--- config.mk ---
export PLATFORM = sky130hd
export DESIGN_NAME = sequential_list_engine
export DESIGN_NICKNAME = d
export VERILOG_FILES = /design/src/hw/rtl/sle_pkg.sv /design/src/hw/rtl/sle_cell.sv /design/src/hw/rtl/sequential_list_engine.sv
export VERILOG_INCLUDE_DIRS = /design/src /design/src/hw/rtl
export SDC_FILE = /design/constraint.sdc
export NUM_CORES = 1
export LEC_CHECK = 0
export ABC_CLOCK_PERIOD_IN_PS = 6700
export BUFFER_PORTS_ARGS = -buffer_cell sky130_fd_sc_hd__buf_4
export CORE_AREA = 5 5 236 238
export DETAILED_ROUTE_END_ITERATION = 7
export DIE_AREA = 0 0 241 243
export PLACE_DENSITY = 0.82
export SLEW_MARGIN = 20
export SYNTH_ARGS = -nofsm -noshare
export SYNTH_HDL_FRONTEND = slang
export SYNTH_SLANG_ARGS = --single-unit
--- constraint.sdc ---
create_clock -name clk_i -period 6.7 [get_ports clk_i]
set_input_delay 0.67 -clock clk_i [delete_from_list [all_inputs] [get_ports clk_i]]
set_output_delay 0.67 -clock clk_i [all_outputs]
set_load 0.05 [all_outputs]
--- src/hw/rtl/sequential_list_engine_macros.svh ---
// Assertion macros shared by the sequential list engine RTL.
// Depends on a clock named clk_i and an active-low reset named rst_ni in scope.
`ifndef SEQUENTIAL_LIST_ENGINE_MACROS_SVH
`define SEQUENTIAL_LIST_ENGINE_MACROS_SVH

// Same-cycle implication, disabled while reset is asserted.
`define SLE_ASSERT(lbl, ante, cons, msg) \
  lbl: assert property (@(posedge clk_i) disable iff (!rst_ni) (ante) |-> (cons)) \
    else $error(msg);

// Next-cycle implication, disabled while reset is asserted.
`define SLE_ASSERT_NEXT(lbl, ante, cons, msg) \
  lbl: assert property (@(posedge clk_i) disable iff (!rst_ni) (ante) |=> (cons)) \
    else $error(msg);

`endif

--- src/hw/rtl/sle_pkg.sv ---
// Package for the sequential list engine: operation and status codes,
// controller states and the control word that drives every list cell.
`timescale 1ns / 1ps

package sle_pkg;

  // Wide enough for any position or length up to 127.
  localparam int unsigned PosW      = 7;
  localparam int unsigned DumpLimit = 16;

  typedef enum logic [2:0] {
    OpPushBack  = 3'd0,
    OpPopBack   = 3'd1,
    OpPushFront = 3'd2,
    OpPopFront  = 3'd3,
    OpInsertAt  = 3'd4,
    OpEraseAt   = 3'd5,
    OpFind      = 3'd6,
    OpDump      = 3'd7
  } op_e;

  typedef enum logic [1:0] {
    StatDone    = 2'd0,
    StatIgnored = 2'd1,
    StatFull    = 2'd2
  } status_e;

  typedef enum logic [1:0] {
    CellHold,
    CellInsert,
    CellErase,
    CellRotate
  } cell_cmd_e;

  typedef enum logic {
    StIdle,
    StScan
  } state_e;

  typedef struct packed {
    cell_cmd_e        cmd;
    logic [PosW-1:0]  pos;
  } cell_ctrl_t;

endpackage

--- src/hw/rtl/sle_cell.sv ---
// One storage cell of the list chain: holds a single word and takes it from
// itself, its left or right neighbor, or the input value. Uses sle_pkg.
`timescale 1ns / 1ps

module sle_cell #(
  parameter int unsigned IDX        = 0,
  parameter int unsigned DATA_WIDTH = 32
) (
  input  logic                   clk_i,
  input  sle_pkg::cell_ctrl_t    ctrl_i,
  input  logic [DATA_WIDTH-1:0]  value_i,
  input  logic [DATA_WIDTH-1:0]  left_i,
  input  logic [DATA_WIDTH-1:0]  right_i,
  output logic [DATA_WIDTH-1:0]  word_o
);
  import sle_pkg::*;

  localparam logic [PosW-1:0] MyIdx = PosW'(IDX);

  logic [DATA_WIDTH-1:0] word_q, word_d;

  always_comb begin
    word_d = word_q;
    case (ctrl_i.cmd)
      CellInsert: begin
        if (MyIdx == ctrl_i.pos) begin
          word_d = value_i;
        end else if (MyIdx > ctrl_i.pos) begin
          word_d = left_i;
        end
      end
      CellErase: begin
        if (MyIdx >= ctrl_i.pos) begin
          word_d = right_i;
        end
      end
      CellRotate: begin
        word_d = right_i;
      end
      default: begin
        word_d = word_q;
      end
    endcase
  end

  always_ff @(posedge clk_i) begin
    word_q <= word_d;
  end

  assign word_o = word_q;

endmodule

--- src/hw/rtl/sequential_list_engine.sv ---
// Top level of the sequential list engine: command decode, scan sequencer,
// result registers and the chain of sle_cell storage cells. Uses sle_pkg.
`timescale 1ns / 1ps
`include "sequential_list_engine_macros.svh"

// The block keeps a packed list of up to CAPACITY signed words and its length.
// A command item is taken at a rising edge where start_i is high and busy_o is
// low; op_i selects push or pop at either end, insert or erase at position_i,
// find of value_i, or dump of the whole list.
// Each result item is shown for exactly one cycle with result_valid_o high, and
// last_o marks the final result of a command. The receiver cannot stall, so no
// result is ever held back or repeated.
// Push, pop, insert and erase need no scan: every cell decides from its
// own index and the position whether to hold, load or take a neighbor's word,
// and the single result appears in the cycle after the command is taken. Such
// commands may be issued in every cycle while busy_o is low.
// Find and dump on a non-empty list rotate the cell chain once around, one
// place per cycle, and read the head cell; busy_o stays high for the whole
// rotation. Dump emits one result per stored word (at most sixteen) in
// consecutive cycles, find emits one result as soon as it sees the first match
// or the end of the list. On an empty list both answer in the next cycle.
// Reset clears the length and the controller; the stored words are not
// cleared and are never read beyond the current length.
module sequential_list_engine #(
  parameter int unsigned CAPACITY   = 16,
  parameter int unsigned DATA_WIDTH = 32
) (
  input  logic                clk_i,
  input  logic                rst_ni,
  input  logic                start_i,
  output logic                busy_o,
  input  logic [2:0]          op_i,
  input  logic signed [31:0]  value_i,
  input  logic [4:0]          position_i,
  output logic                result_valid_o,
  output logic [1:0]          status_o,
  output logic                found_o,
  output logic [3:0]          index_o,
  output logic signed [31:0]  element_o,
  output logic [4:0]          count_o,
  output logic                last_o
);
  import sle_pkg::*;

  localparam int unsigned LenW  = $clog2(CAPACITY + 1);
  localparam int unsigned StepW = (CAPACITY > 1) ? $clog2(CAPACITY) : 1;
  localparam logic [StepW-1:0] LastStep = StepW'(CAPACITY - 1);
  localparam logic [LenW-1:0]  CapLen   = LenW'(CAPACITY);

  // Controller state.
  state_e            state_q, state_d;
  logic [LenW-1:0]   len_q, len_d;
  logic [StepW-1:0]  step_q, step_d;
  logic              dump_q, dump_d;
  logic              emitted_q, emitted_d;
  logic [DATA_WIDTH-1:0] key_q, key_d;

  // Result registers.
  logic              rv_q, rv_d;
  logic [1:0]        status_q, status_d;
  logic              found_q, found_d;
  logic [3:0]        index_q, index_d;
  logic signed [31:0] element_q, element_d;
  logic [4:0]        count_q, count_d;
  logic              last_q, last_d;

  logic              accept;
  logic              scanning;
  logic              go_scan;
  cell_ctrl_t        ctrl;
  logic [DATA_WIDTH-1:0] val_w;
  logic [DATA_WIDTH-1:0] head;
  logic [DATA_WIDTH-1:0] words [CAPACITY];
  logic [PosW-1:0]   len_ext, pos_ext, step_ext, dump_n;
  logic              is_ins, is_era;
  logic [PosW-1:0]   tgt_pos;
  status_e           stat;
  logic              match;

  assign val_w    = DATA_WIDTH'(value_i);
  assign len_ext  = PosW'(len_q);
  assign pos_ext  = PosW'(position_i);
  assign step_ext = PosW'(step_q);
  assign dump_n   = (len_ext < PosW'(DumpLimit)) ? len_ext : PosW'(DumpLimit);
  assign head     = words[0];
  assign match    = (head == key_q);
  assign accept   = start_i && !busy_o;

  // Next-state logic of the controller.
  always_comb begin
    state_d = state_q;
    case (state_q)
      StIdle: begin
        if (accept && go_scan) begin
          state_d = StScan;
        end
      end
      StScan: begin
        if (step_q == LastStep) begin
          state_d = StIdle;
        end
      end
      default: begin
        state_d = StIdle;
      end
    endcase
  end

  // Output logic of the controller.
  always_comb begin
    busy_o   = 1'b0;
    scanning = 1'b0;
    case (state_q)
      StIdle: begin
        busy_o   = 1'b0;
        scanning = 1'b0;
      end
      StScan: begin
        busy_o   = 1'b1;
        scanning = 1'b1;
      end
      default: begin
        busy_o   = 1'b0;
        scanning = 1'b0;
      end
    endcase
  end

  // Command decode: pick the insert or erase position, or flag a find/dump scan.
  always_comb begin
    is_ins  = 1'b0;
    is_era  = 1'b0;
    tgt_pos = '0;
    go_scan = 1'b0;
    case (op_e'(op_i))
      OpPushBack: begin
        is_ins  = 1'b1;
        tgt_pos = len_ext;
      end
      OpPopBack: begin
        // An empty list wraps this to all ones, which reads as out of range.
        is_era  = 1'b1;
        tgt_pos = len_ext - PosW'(1);
      end
      OpPushFront: begin
        is_ins  = 1'b1;
      end
      OpPopFront: begin
        is_era  = 1'b1;
      end
      OpInsertAt: begin
        is_ins  = 1'b1;
        tgt_pos = pos_ext;
      end
      OpEraseAt: begin
        is_era  = 1'b1;
        tgt_pos = pos_ext;
      end
      OpFind, OpDump: begin
        go_scan = (len_q != '0);
      end
      default: begin
        go_scan = 1'b0;
      end
    endcase
  end

  // Datapath: cell control, length update and result formation.
  always_comb begin
    ctrl      = '{cmd: CellHold, pos: '0};
    len_d     = len_q;
    step_d    = step_q;
    dump_d    = dump_q;
    emitted_d = emitted_q;
    key_d     = key_q;
    stat      = StatDone;
    rv_d      = 1'b0;
    status_d  = StatDone;
    found_d   = 1'b0;
    index_d   = '0;
    element_d = '0;
    count_d   = 5'(len_q);
    last_d    = 1'b1;

    if (scanning) begin
      ctrl.cmd = CellRotate;
      step_d   = step_q + StepW'(1);
      if (dump_q) begin
        if (step_ext < dump_n) begin
          rv_d      = 1'b1;
          found_d   = 1'b1;
          index_d   = 4'(step_q);
          element_d = 32'($signed(head));
          last_d    = (step_ext + PosW'(1) == dump_n);
        end
      end else if (!emitted_q && (step_ext < len_ext) &&
                   (match || (step_ext == len_ext - PosW'(1)))) begin
        rv_d      = 1'b1;
        found_d   = match;
        index_d   = match ? 4'(step_q) : 4'd0;
        emitted_d = 1'b1;
      end
    end else if (accept) begin
      step_d    = '0;
      dump_d    = (op_e'(op_i) == OpDump);
      emitted_d = 1'b0;
      key_d     = val_w;
      if (is_ins) begin
        // Position is checked before fullness.
        if (tgt_pos > len_ext) begin
          stat = StatIgnored;
        end else if (len_q == CapLen) begin
          stat = StatFull;
        end else begin
          ctrl  = '{cmd: CellInsert, pos: tgt_pos};
          len_d = len_q + LenW'(1);
        end
      end else if (is_era) begin
        if (tgt_pos >= len_ext) begin
          stat = StatIgnored;
        end else begin
          ctrl  = '{cmd: CellErase, pos: tgt_pos};
          len_d = len_q - LenW'(1);
        end
      end
      // Every command except a scan of a non-empty list answers at once.
      rv_d     = !go_scan;
      status_d = stat;
      count_d  = 5'(len_d);
    end
  end

  // Chain of cells; the last cell's right neighbor is the head, so a full
  // rotation brings the list back to its original order.
  for (genvar i = 0; i < CAPACITY; i++) begin : g_cell
    logic [DATA_WIDTH-1:0] left_w;
    if (i == 0) begin : g_head
      assign left_w = words[0];
    end else begin : g_body
      assign left_w = words[i-1];
    end
    sle_cell #(
      .IDX        (i),
      .DATA_WIDTH (DATA_WIDTH)
    ) u_cell (
      .clk_i   (clk_i),
      .ctrl_i  (ctrl),
      .value_i (val_w),
      .left_i  (left_w),
      .right_i (words[(i + 1) % CAPACITY]),
      .word_o  (words[i])
    );
  end

  always_ff @(posedge clk_i or negedge rst_ni) begin
    if (!rst_ni) begin
      state_q   <= StIdle;
      len_q     <= '0;
      step_q    <= '0;
      dump_q    <= 1'b0;
      emitted_q <= 1'b0;
      rv_q      <= 1'b0;
    end else begin
      state_q   <= state_d;
      len_q     <= len_d;
      step_q    <= step_d;
      dump_q    <= dump_d;
      emitted_q <= emitted_d;
      rv_q      <= rv_d;
    end
  end

  always_ff @(posedge clk_i) begin
    key_q     <= key_d;
    status_q  <= status_d;
    found_q   <= found_d;
    index_q   <= index_d;
    element_q <= element_d;
    count_q   <= count_d;
    last_q    <= last_d;
  end

  assign result_valid_o = rv_q;
  assign status_o       = status_q;
  assign found_o        = found_q;
  assign index_o        = index_q;
  assign element_o      = element_q;
  assign count_o        = count_q;
  assign last_o         = last_q;

  // The length never exceeds the number of cells.
  `SLE_ASSERT(a_len_bound, 1'b1, len_q <= CapLen, "list length exceeds capacity")
  // A scan never changes the length.
  `SLE_ASSERT_NEXT(a_scan_len, scanning, len_q == $past(len_q), "length changed during scan")
  // A command that needs no scan answers with one final result in the next cycle.
  `SLE_ASSERT_NEXT(a_single_result, accept && !go_scan, rv_q && last_q, "missing single result")
  // A find scan has emitted its result by the time the rotation completes.
  `SLE_ASSERT_NEXT(a_find_done, scanning && !dump_q && step_q == LastStep, emitted_q,
                   "find scan ended without a result")

endmodule

; ---- Word-level counts from Yosys, hierarchy flattened
; Index checks and enable logic that the tools add are counted.
[word_totals]
word_cells = 283
reg_bits = 602
output_inout_bits = 47
[op_classes]
eq_ne = 64
n_lt_le_gt_ge = 36
muxes = 109
addsub = 5
reduce_logical = 37
bitwise_logic = 3
[ops]
columns = operator, n
row1 = $pmux W32 S3, 16
row2 = $mux W32, 47
row3 = $eq A4 B7 Y1 const A, 8
row4 = $ge A4 B7 Y1 const A, 8
row5 = $gt A4 B7 Y1 const A, 8
row6 = $reduce_and A3 Y1, 18
row7 = $ne A3 B1 Y1 const B, 15
row8 = $mux W5, 8
row9 = $mux W9, 4
row10 = $ne A2 B1 Y1 const B, 18
row11 = $eq A32 B32 Y1, 1
row12 = $eq A3 B7 Y1 const A, 4
row13 = $ge A3 B7 Y1 const A, 4
row14 = $gt A3 B7 Y1 const A, 4
row15 = $mux W4, 6
row16 = $pmux W7 S3, 1
row17 = $mux W1, 17
row18 = $mux W8, 2
row19 = $eq A2 B7 Y1 const A, 2
row20 = $ge A1 B7 Y1 const A, 2
row21 = $ge A2 B7 Y1 const A, 2
row22 = $gt A2 B7 Y1 const A, 2
row23 = $eq A3 B3 Y1 const B, 4
row24 = $lt A4 B5 Y1, 2
row25 = 34 further kinds, 51

; ---- Logic depth before layout (Yosys ltp)
[depth]
depth_word = 13
mapped_depth = 20

; ---- Cells and area by module
; Synthesis repeated with hierarchy kept, for this count alone.
[unflattened]
hier_cells = 3186
hier_area_um2 = 34020.1
[by_module_without_submodules]
columns = mod, cells_each, instances, seq_area_each_um2, area_per_inst_um2
row1 = sequential_list_engine, 354, 1, 2187.1, 3968.8
row2 = sle_cell at g_cell[3].u_cell, 191, 1, 960.9, 2037.0
row3 = sle_cell at g_cell[4].u_cell, 191, 1, 960.9, 2001.9
row4 = sle_cell at g_cell[6].u_cell, 187, 1, 960.9, 1964.4
row5 = sle_cell at g_cell[13].u_cell, 190, 1, 960.9, 1963.1
row6 = sle_cell at g_cell[7].u_cell, 189, 1, 960.9, 1961.9
row7 = sle_cell at g_cell[1].u_cell, 189, 1, 960.9, 1951.9
row8 = sle_cell at g_cell[8].u_cell, 185, 1, 960.9, 1910.6
row9 = sle_cell at g_cell[10].u_cell, 187, 1, 960.9, 1885.6
row10 = sle_cell at g_cell[5].u_cell, 160, 1, 960.9, 1870.5
row11 = sle_cell at g_cell[15].u_cell, 169, 1, 960.9, 1821.7
row12 = sle_cell at g_cell[12].u_cell, 157, 1, 960.9, 1804.2
row13 = sle_cell at g_cell[9].u_cell, 165, 1, 960.9, 1791.7
row14 = sle_cell at g_cell[2].u_cell, 168, 1, 960.9, 1786.7
row15 = +3 rows, n/a, n/a, n/a, n/a

; ---- Least setup slack after synthesis
; OpenSTA, ideal clock, no wires.
[synth_timing]
kind = flip-flop to flip-flop
start = register len_q[0]
end = register g_cell[1].u_cell.word_q[0], enable pin
slack_ps = 492
path_stages_with_launch = 18
period_less_slack_ps = 6208
t_arrival_ps = 5746
required_time_ps = 6239
n_path_buf = 4
setup_ps = 461
cell_sequence = dfrtp_1 buf_2 inv_1 ha_1 buf_2 and3_1 o31ai_4 inv_2 ha_1 and3_1 o21ai_0 a32o_1 buf_2 a21oi_1 nor2_1 a21o_1 buf_2 nor3_1
[synth_via]
elab_chain_len = 11
word_cells_on_any_way = 23
[synth_rtl]
columns = element, line
row1 = start: declaration, sequential_list_engine.sv:52  ; logic [LenW-1:0] len_q, len_d;
row2 = start signal: assignment, sequential_list_engine.sv:265  ; len_q <= len_d;
row3 = $sub A5 B1 Y6, sequential_list_engine.sv:143  ; tgt_pos = len_ext - PosW'(1);
row4 = $pmux W7 S3, sequential_list_engine.sv:135  ; case (op_e'(op_i))
row5 = $ge A7 B5 Y1, sequential_list_engine.sv:219  ; if (tgt_pos >= len_ext) begin
row6 = $mux W9, sequential_list_engine.sv:219
row7 = $mux W9, sequential_list_engine.sv:218  ; end else if (is_era) begin
row8 = $mux W9 *, sequential_list_engine.sv:208  ; if (is_ins) begin
row9 = $mux W9 *, sequential_list_engine.sv:203  ; end else if (accept) begin
row10 = $mux W7 or $mux W2 (tied branches), sequential_list_engine.sv:185  ; if (scanning) begin
row11 = $gt A1 B7 Y1 (tied with other cells), sle_cell.sv:28  ; end else if (MyIdx > ctrl_i.pos) begin
row12 = $ne A3 B1 Y1 (no line) (tied with other cells), n/a
row13 = $reduce_and A3 Y1 (no line) *, n/a
row14 = end signal: assignment, sle_cell.sv:47  ; word_q <= word_d;
row15 = end: declaration, sle_cell.sv:20  ; logic [DATA_WIDTH-1:0] word_q, word_d;
; Mark *: on every way between the ends. The rest lies on a longest branch, timed or not.
; A chain may end at the register's enable or synchronous reset.

; ---- Worst setup path after layout
[layout_timing]
start = register len_q[0]
end = register g_cell[8].u_cell.word_q[14], enable pin
[layout_via]
elab_chain_len = 11
word_cells_on_any_way = 23
[layout_rtl]
columns = element, line
row1 = $sub A5 B1 Y6, sequential_list_engine.sv:143
row2 = $pmux W7 S3, sequential_list_engine.sv:135
row3 = $ge A7 B5 Y1, sequential_list_engine.sv:219
row4 = $mux W9, sequential_list_engine.sv:219
row5 = $mux W9, sequential_list_engine.sv:218
row6 = $mux W9 *, sequential_list_engine.sv:208
row7 = $mux W9 *, sequential_list_engine.sv:203
row8 = $mux W7 or $mux W2 (tied branches), sequential_list_engine.sv:185
row9 = $gt A4 B7 Y1 (tied with other cells), sle_cell.sv:28
row10 = $ne A3 B1 Y1 (no line) (tied with other cells), n/a
row11 = $reduce_and A3 Y1 (no line) *, n/a
row12 = end signal: assignment, sle_cell.sv:47
row13 = end: declaration, sle_cell.sv:20
; Marked as above.

==> impl_metrics.py <==
metrics = {
    "synthesis": {
        "ys_ff_latch": 602,
        "synth_fa_ha_area_frac": 0.00706,
        "postSynthNetCount": 2832,
        "synth_edf_count": 544,
        "synth-simple-area-share": 0.167,
        "synth.area.mux_share": 0.0539,
        "synth_top_family_by_area": "simple AND/OR/NAND/NOR gates",
        "async_flop_share": 0.0216,
        "syn_area_sq_um": 30100,
        "synth-compound-area-share": 0.132,
        "synthDistinctLibCells": 67,
        "yosysWarnings": 0,
        "synth_xor_area_frac": 0.0128,
        "ys.flop_type": "edfxtp_1",
        "netlist_instances": 2772,
        "synth-seq-area-share": 0.583,
        "avgSynthCellArea_sq_um": 10.9,
    },
    "clock_network": {
        "clock_latency_ps": 650,
        "cts.sinks": 602,
        "htree_levels": 2,
        "cts_tree": "yes",
        "cts_buffers": 60,
        "cts_max_path_buffers": 3,
        "postCtsSetupBuffers": 0,
        "cts_root_buf": "clkbuf_16",
        "cts.clk_slew.worst_paths_ps": 60,
    },
    "power": {
        "vdd_drop_max_mv": 0.279,
        "cellLeakagePower_nw": 12.2,
        "powerDensity_nw_per_um2": 547,
    },
    "critical_path": {
        "cp.required_ps": 7070,
        "cp_slowest_cell": "a21o_1",
        "slowest_delay_ps": 680,
        "r2r-end": "g_cell[8].u_cell.word_o[14]$_DFFE_PP_",
        "reg2reg_from": "len_q[0]$_DFF_PN0_",
        "r2r_setup_slack_ps": 500,
        "cpLargestDelayFamily": "compound AO/OA/AOI/OAI gates",
        "endpoint_kind": "flip-flop",
        "cp-start-kind": "flip-flop",
        "cp_max_fo": 13,
        "crit_buf_inv": 3,
        "critical_path.cell_chain": "inv_1, ha_1, nor2b_1, o311ai_1, inv_1, ha_1, nor2b_1, o21ai_0, a32o_1, a21oi_1, nor2_1, a21o_1, nand2_2, buf_4",
        "arrival_ps": 6570,
        "reg2regPathDepth": 14,
        "critical_path_class": "reg2reg",
    },
    "worst_hold_path": {
        "min-delay-path-class": "in2reg",
        "hold_start": "value_i[12]",
        "holdPathStages": 1,
        "worstHoldEndpoint": "key_q[12]$_DFFE_PP_",
    },
    "floorplanning": {
        "die-area_sq_um": 58600,
        "ios": 90,
        "initial_core_util": 0.564,
        "core_area_sq_um": 53400,
        "rows": 85,
        "dieWidth_microns": 241,
        "dieHeight_microns": 243,
    },
    "grt": {
        "grt_use_total": 0.296,
        "grt_pass1_wl_microns": 135000,
        "grt_pass1_vias": 22800,
        "grt_overflow": 0,
        "antenna_found_initial": 4,
        "grt_max_degree": 162,
    },
    "placed_design": {
        "gp_congestion": 0.902,
        "hpwl_microns": 54300,
        "place_area_sq_um": 31300,
        "dp_cells": 3374,
        "io_buffers": 89,
    },
    "sta": {
        "fmax_ghz": 0.161,
        "rsz0062_at_grt": "no",
        "fin_crit_sh": 0.926,
        "setup_violations": 0,
        "fin_crit_ps": 6200,
        "worst_pin_slew_ps": 1130,
        "fin_worst_skew_ps": 39.6,
        "slew_viol_final": 0,
        "tns_ps": 0,
        "report.final.hold_viol_count": 0,
        "slew_headroom": 0.250,
    },
    "finish": {
        "fin_util": 0.622,
        "final_cells": 3484,
        "fin_area_sq_um": 33200,
        "fin_nets": 2802,
        "fillerInstances": 4000,
        "area.growth.synth_to_final_pct": 10.2,
        "drive_above_1_share": 0.128,
    },
    "job": {
        "cap_violations": 0,
    },
    "route": {
        "drc": 0,
        "firstDrtPassIters": 8,
        "ant_nets": 0,
        "vias": 23500,
        "routedWlPerCell_microns": 25.7,
        "vias_per_cell": 6.73,
        "wl_microns": 89600,
        "drt_iter0_drc": 3603,
    },
    "outcome": {
        "run_status": "finished clean",
    },
}
## layout make-up
type                       instances  area (sq um)  area share
tap                              696           871      0.0262
antenna                            2          5.00    0.000151
inverter                          16          60.1     0.00181
clock buffer                      69          1560      0.0469
multi-input combinational       1904         11400       0.345
timing repair buffer             158          1400      0.0423
sequential                       602         17600       0.529
clock inverter                    37           294     0.00886
## synthesized netlist by cell type (all sizes together), types with 13 or more instances
cell,count,area [sq um]
mux2i,161,1610
xnor2,42,368
buf,124,803
inv,14,52.6
and2,38,238
a21oi,23,115
a31oi,101,632
ha,17,213
o211ai,194,1620
nand4,16,100
nand3,236,1320
edfxtp,544,16300
nor4,39,256
o21ai,176,885
dfxtp,45,901
dfrtp,13,325
nand2,637,2420
nor2,112,420
a221o,34,340
clkbuf,126,473
## routing by layer
metal  routed length, microns  up-vias  share of wire  track usage
li1                         -    10200              -            -
met1                    32600    11200           0.36        0.393
met2                    41600     1739           0.46        0.466
met3                    11200      304           0.13       0.0667
met4                     4200        0          0.047        0.133
met5                        0        -              0            0
## sequential cells by signal, summed over array words and instances, names as in the netlist
| register | count |
|---|---|
| step_q | 4 |
| dump_q | 1 |
| status_o | 2 |
| found_o | 1 |
| emitted_q | 1 |
| index_o | 4 |
| len_q | 5 |
| result_valid_o | 1 |
| g_cell.u_cell.word_o | 512 |
| state_q | 1 |
| element_o | 32 |
| key_q | 32 |
| last_o | 1 |
| count_o | 5 |
## cell usage in the layout, fill, tap and decap left out, types with 4 or more instances in the layout
master	count
edfxtp_1	544
mux2i_1	161
inv_1	8
buf_4	141
nor2_1	110
o21ai_0	77
and2_1	38
nand2b_1	8
nand2_2	16
dfxtp_1	45
ha_1	17
clkbuf_1	8
a21o_1	6
xnor2_1	42
clkinv_1	19
dfrtp_1	13
nand3_2	29
o21ai_1	96
a221o_1	34
clkinvlp_4	4
nand2_1	621
clkinv_2	10
clkbuf_16	61
a31oi_1	99
o211ai_1	162
a21oi_4	7
nor4_1	36
a21oi_1	16
nand4_1	16
inv_2	5
nand3_1	207
buf_12	14
o211ai_2	32
nor3_1	6
nor2b_1	6
## kinds of logic (layout without fill, tap and decap cells)
logic type / count (synthesis) / count (layout)
compound gates: 565 / 565
xor+xnor: 44 / 44
fa+ha+maj: 17 / 17
buf+inv: 266 / 280
flops: 602 / 602
mux: 162 / 162
other cells: 0 / 2
simple gates: 1116 / 1116
## power by group
| part | internal [mW] | switching (mW) |
|---|---|---|
| sequential | 7.04 | 1.27 |
| clock | 1.77 | 1.47 |
| combinational | 2.22 | 4.40 |
| total | 11.0 | 7.14 |
## worst max path at each step
| stage | startpoint | endpoint | depth (start not counted) |
|---|---|---|---|
| finish | len_q[0]$_DFF_PN0_ | g_cell[8].u_cell.word_o[14]$_DFFE_PP_ | 14 |
| global placement | len_q[1]$_DFF_PN0_ | g_cell[9].u_cell.word_o[1]$_DFFE_PP_ | 14 |
| detailed placement | len_q[0]$_DFF_PN0_ | g_cell[8].u_cell.word_o[7]$_DFFE_PP_ | 14 |
| CTS | len_q[0]$_DFF_PN0_ | g_cell[8].u_cell.word_o[7]$_DFFE_PP_ | 14 |
| floorplan | len_q[0]$_DFF_PN0_ | g_cell[1].u_cell.word_o[0]$_DFFE_PP_ | 17 |
| global route | len_q[0]$_DFF_PN0_ | g_cell[8].u_cell.word_o[12]$_DFFE_PP_ | 14 |
## stage by stage
stage	power [mW]	hold slack (ps)	setup WS (ps)
floorplan	12.4	374	492
global placement	14.3	468	712
detailed placement	14.7	476	724
CTS	18.0	281	700
global route	19.0	293	256
finish	18.2	307	499
## repair_timing
item                                   4_1_cts  5_1_grt
endpoints found under the hold margin       13        0
resized for setup                            0        0
hold buffers                                 1        0
Note: power is estimated with default switching activity, not from simulation.
